==> config.mk <==
export PLATFORM = sky130hd
export DESIGN_NAME = agsc_log2
export DESIGN_NICKNAME = d
export VERILOG_FILES = /design/src/sv/agsc_pkg.sv /design/src/sv/agsc_log2.sv
export SDC_FILE = /design/constraint.sdc
export NUM_CORES = 2
export LEC_CHECK = 0
export BUFFER_PORTS_ARGS = -buffer_cell sky130_fd_sc_hd__buf_4
export CAP_MARGIN = 10
export CELL_PAD_IN_SITES_DETAIL_PLACEMENT = 2
export CELL_PAD_IN_SITES_GLOBAL_PLACEMENT = 2
export CORE_ASPECT_RATIO = 1.75
export CORE_MARGIN = 1.5
export CORE_UTILIZATION = 30
export CTS_BUF_LIST = sky130_fd_sc_hd__clkbuf_8
export CTS_CLUSTER_DIAMETER = 200
export DETAILED_ROUTE_END_ITERATION = 10
export PLACE_DENSITY = 0.69
export SLEW_MARGIN = 20
export SYNTH_ARGS = -nofsm -noshare
export SYNTH_HDL_FRONTEND = slang
export SYNTH_SLANG_ARGS = --single-unit
export TNS_END_PERCENT = 20
==> constraint.sdc <==
create_clock -name aclk -period 16.9 [get_ports aclk]
set_input_delay 3.38 -clock aclk [delete_from_list [all_inputs] [get_ports aclk]]
set_output_delay 3.38 -clock aclk [all_outputs]
set_load 0.02 [all_outputs]
==> src/sv/agsc_pkg.sv <==
// Shared types and constants for the audio glitch statistics counter.
`timescale 1ns / 1ps
package agsc_pkg;

    localparam int FRAC_BITS = 20;
    localparam int ITER_W    = 5;
    localparam int LOG_EXP_W = 6;
    localparam int LOG_W     = LOG_EXP_W + FRAC_BITS;
    localparam int MANT_W    = 32;
    localparam int NIBBLE    = 4;
    localparam int PROD_W    = LOG_W + 32;
    localparam int ROUND_POS = 35;
    localparam int SCORE_POS = 36;
    localparam int SCORE_W   = 21;

    localparam logic [31:0]        LN2_Q32    = 32'hB172_17F8;
    localparam logic [SCORE_W-1:0] SMOOTH_MAX = 21'h1F_FFFF;
    localparam logic [31:0]        WPR_RESET  = 32'd1024;

    localparam logic [1:0] MODE_UNDERRUN = 2'd0;
    localparam logic [1:0] MODE_OVERRUN  = 2'd1;
    localparam logic [1:0] MODE_WRITE    = 2'd2;
    localparam logic [1:0] MODE_FLUSH    = 2'd3;

    localparam logic [1:0] KIND_NORMAL  = 2'd0;
    localparam logic [1:0] KIND_PERFECT = 2'd1;
    localparam logic [1:0] KIND_INVALID = 2'd2;
    localparam logic [1:0] KIND_SUM_OVF = 2'd3;

    typedef struct packed {
        logic [1:0]  mode;
        logic [31:0] frame_count;
        logic [63:0] event_time;
    } agsc_in_t;

    typedef struct packed {
        logic               status;
        logic               reported;
        logic [31:0]        underruns;
        logic [31:0]        overruns;
        logic [31:0]        writes;
        logic [31:0]        written_count;
        logic [31:0]        lost_count;
        logic [63:0]        last_time;
        logic [SCORE_W-1:0] smoothness;
        logic [1:0]         smoothness_kind;
    } agsc_out_t;

    typedef enum logic [2:0] {
        ST_IDLE,
        ST_SUM,
        ST_LOG,
        ST_SCALE,
        ST_ROUND,
        ST_DONE
    } agsc_state_t;

    typedef enum logic [1:0] {
        LG_IDLE,
        LG_NORM,
        LG_SQUARE,
        LG_DONE
    } agsc_lg_state_t;

endpackage

==> src/sv/agsc_log2.sv <==
// Digit-serial log2 unit: nibble/bit normalizer and bit-per-cycle squaring fraction.
`timescale 1ns / 1ps
module agsc_log2 import agsc_pkg::*; #(
    parameter int WIDTH = 32
) (
    input  logic             aclk,
    input  logic             aresetn,
    input  logic             start,
    input  logic [WIDTH-1:0] x,
    output logic             done,
    output logic [LOG_W-1:0] result
);

    localparam int SH_W = $clog2(WIDTH);

    agsc_lg_state_t       state_reg, state_next;
    logic [WIDTH-1:0]     x_reg;
    logic [SH_W-1:0]      sh_reg;
    logic [MANT_W-1:0]    m_reg;
    logic [FRAC_BITS-1:0] frac_reg;
    logic [ITER_W-1:0]    iter_reg;

    logic                 top_set;
    logic                 top_zero;
    logic [2*MANT_W-1:0]  sq;
    logic                 sq_hi;
    logic [LOG_EXP_W-1:0] exp_val;

    assign top_set  = x_reg[WIDTH-1];
    assign top_zero = (x_reg[WIDTH-1 -: NIBBLE] == '0);
    assign sq       = (2*MANT_W)'(m_reg) * (2*MANT_W)'(m_reg);
    assign sq_hi    = sq[2*MANT_W-1];
    assign exp_val  = LOG_EXP_W'(WIDTH - 1) - LOG_EXP_W'(sh_reg);

    always_comb begin
        state_next = state_reg;
        case (state_reg)
            LG_IDLE: begin
                if (start) state_next = LG_NORM;
            end
            LG_NORM: begin
                if (top_set) state_next = LG_SQUARE;
            end
            LG_SQUARE: begin
                if (iter_reg == ITER_W'(FRAC_BITS - 1)) state_next = LG_DONE;
            end
            LG_DONE: begin
                if (start) state_next = LG_NORM;
            end
            default: state_next = LG_IDLE;
        endcase
    end

    always_comb begin
        done   = (state_reg == LG_DONE);
        result = {exp_val, frac_reg};
    end

    always_ff @(posedge aclk) begin
        if (!aresetn) begin
            state_reg <= LG_IDLE;
        end else begin
            state_reg <= state_next;
        end
    end

    always_ff @(posedge aclk) begin
        case (state_reg)
            LG_IDLE, LG_DONE: begin
                if (start) begin
                    x_reg  <= x;
                    sh_reg <= '0;
                end
            end
            LG_NORM: begin
                if (top_set) begin
                    m_reg    <= x_reg[WIDTH-1 -: MANT_W];
                    iter_reg <= '0;
                end else if (top_zero) begin
                    x_reg  <= x_reg << NIBBLE;
                    sh_reg <= sh_reg + SH_W'(NIBBLE);
                end else begin
                    x_reg  <= x_reg << 1;
                    sh_reg <= sh_reg + SH_W'(1);
                end
            end
            LG_SQUARE: begin
                m_reg    <= sq_hi ? sq[2*MANT_W-1 -: MANT_W] : sq[2*MANT_W-2 -: MANT_W];
                frac_reg <= {frac_reg[FRAC_BITS-2:0], sq_hi};
                iter_reg <= iter_reg + ITER_W'(1);
            end
            default: begin
            end
        endcase
    end

endmodule
==> results.yml <==
global_route:
  grt_use_met2_pct: 43.2
  grt_pass1_wl_um: 171000
  use_met3_pct: 1.08
  overflow: 0
  grt_antenna_before_repair: 2
  grt_max_degree: 74
  grt_pass1_vias: 29400
  grt.met1_usage_pct: 18.5
  grt_usage_pct: 20.0
  top_usage_layer: "met2"
synth:
  ys_ff_latch: 96
  synth.distinct_cells: 71
  synthCells: 3462
  synth_common_cells: "1013 x inv_1, 791 x fa_1, 306 x ha_1"
  ys_warn_count: 0
  synth_top_area_share_pct: 47.4
  synth_area_um2: 33400
  yosys.area.top_type: "fa_1"
  syn_area_per_cell_um2: 9.66
  synth_edf_count: 94
  yosys_most_used_dff: "edfxtp_1"
  synthArstFlopShare_pct: 0
  synthTopCellsByArea: "fa_1 47%, ha_1 11%, inv_1 11%"
  ys_seq_area_share_pct: 8.56
  syn_nets: 4594
  yosysMostFrequentCell: "inv_1"
setup_path:
  cp_num_buf_inv: 3
  cp_top_family: "adder cells"
  startpoint: "m_reg[25]"
  cp_slowest_stage_delay_ns: 0.93
  worstPathArrival_ns: 10.20
  end_kind: "flop"
  critPathMaxFanout: 32
  start_kind: "flop"
  worst_path_max_delay_cell: "edfxtp_1"
  crit_type: "reg2reg"
  reg2reg_from: "m_reg[25]"
  crit_top_cell: "fa_1"
  cp_data_required_time_ns: 17.05
routing:
  drtIter0Drc: 644
  drc: 0
  vias_per_cell: 4.73
  firstDrtPassIters: 5
  wirelength_um: 109000
  antenna_left: 0
  vias: 23300
  wl_per_cell_um: 22.2
min_path:
  min_path_type: "reg2reg"
  min_from: "frac_reg[4]"
cells_and_area:
  nets: 4574
  multi_input_area_um2: 26300
  ff_latch_area_um2: 2860
  area_growth_pct: 6.78
  drive_above_1_share_pct: 4.26
  fill_cells: 12300
die:
  fp-row-count: 161
  die_h_um: 445
  start_util_pct: 30.3
  die_x_um: 255
  coreArea_um2: 110000
  ios: 62
  dieArea_um2: 114000
sta:
  finalHoldViolations: 0
  min_period_ns: 10.04
  relSlewSlack_pct: 29.8
  setup_tns_ns: 0
  drv_slew: 0
  skew_ns: 0.0128
  worst_slew_pin_slew_ns: 1.05
  finalSetupViolations: 0
  max_freq_mhz: 99.6
  rsz0062_at_grt: "false"
  fin_crit_sh_pct: 59.4
status:
  status: "completed"
job:
  maxCapViolations: 0
clock_tree:
  path_clk_slew_ns: 0.10
  holdBufCountCts: 0
  cts_root_buffer: "clkbuf_8"
  cts_resized: 0
  htreeDepth: 3
  clockBufferDepth: 2
  cts_made_buffers: 9
  cts_tree: "built"
  post_cts_buffers: 0
  clk-insertion-delay-late_ns: 0.40
  clock_sink_count: 96
placement:
  dp_hpwl_um: 91400
  portBuffers: 60
  gp_congestion: 0.833
[stage by stage]
step,cells,util (%),hold slack [ns],area (µm²),setup slack (ns)
after CTS,4914,32.4,0.466,35700,6.84
final,4915,32.4,0.464,35700,6.86
after global placement,4898,32.2,0.435,35500,7.05
after floorplan,3462,-,0.546,33400,8.92
after global routing,4914,32.4,0.472,35700,6.40
after detailed placement,4898,32.2,0.439,35500,6.87
[worst paths after layout]
check / slack, ns / end / cells after the start
worst max-delay path: 6.86 / m_reg[17] / 25
worst min-delay path: 0.46 / frac_reg[5] / 0
worst max register to register: 6.86 / m_reg[17] / 25
worst min register to register: 0.46 / frac_reg[5] / 0
[metal layers]
metal	wire (µm)	vias up	part of all wire, %
met3	1730	204	1.6
met2	67200	364	61
met5	0	-	0
met4	5360	0	4.9
met1	35000	12500	32
li1	-	10200	-
[cell type report]
cell class | count | share of cell area [%]
antenna | 1 | 0.00701
clock buffer | 9 | 0.347
clock inverter | 7 | 0.200
inverter | 1015 | 10.7
multi-input combinational | 2222 | 73.6
sequential | 96 | 8.02
tap | 1467 | 5.14
timing repair buffer | 98 | 2.06
[worst reg2reg max path: cells and delay by family (launching register included)]
kind	cells	cell delay (ns)
adder cells (fa/ha/maj)	9	4.28
AND/OR/NAND/NOR	6	2.18
AO/OA/AOI/OAI	5	1.40
flip-flops	1	0.93
buffers and inverters	3	0.55
multiplexers	2	0.49
[kinds of logic (layout without fill, tap and decap cells)]
logic type / count (synthesis) / count (layout) / synth area share [%]
compound gates: 281 / 281 / 5.45
xor+xnor: 84 / 84 / 2.20
fa+ha+maj: 1097 / 1097 / 58.8
buf+inv: 1144 / 1129 / 13.0
flops: 96 / 96 / 8.56
mux: 51 / 51 / 1.54
other cells: 1 / 2 / 0.0112
simple gates: 708 / 708 / 10.5
[cell usage in the layout (no fill, tap or decap), types with 3 or more instances in the layout]
cell type and n:
a31oi_1 11, a221o_1 4, nor2_1 80, inv_1 1013, ha_1 305, and2_1 234
o211ai_1 4, and3_1 11, buf_4 98, o31a_1 6, o21ai_0 43, mux2i_1 47
or3_1 4, o211a_1 3, a211oi_1 4, o21bai_1 12, nand2_1 297, clkbuf_8 9
edfxtp_1 94, a41oi_1 7, nand4_1 12, and4_1 4, a31o_2 11, xor2_1 37
a21oi_1 86, nand3_1 17, clkinv_1 4, xnor2_1 47, o21a_1 5, or2_2 7
nor3_1 11, a21o_1 31, fa_1 791, o31ai_1 3, nor2b_1 13, mux2_2 4
o22ai_1 30
Power is not shown: default switching activity piles up to over one toggle a cycle in this logic, so the estimate is an artifact.
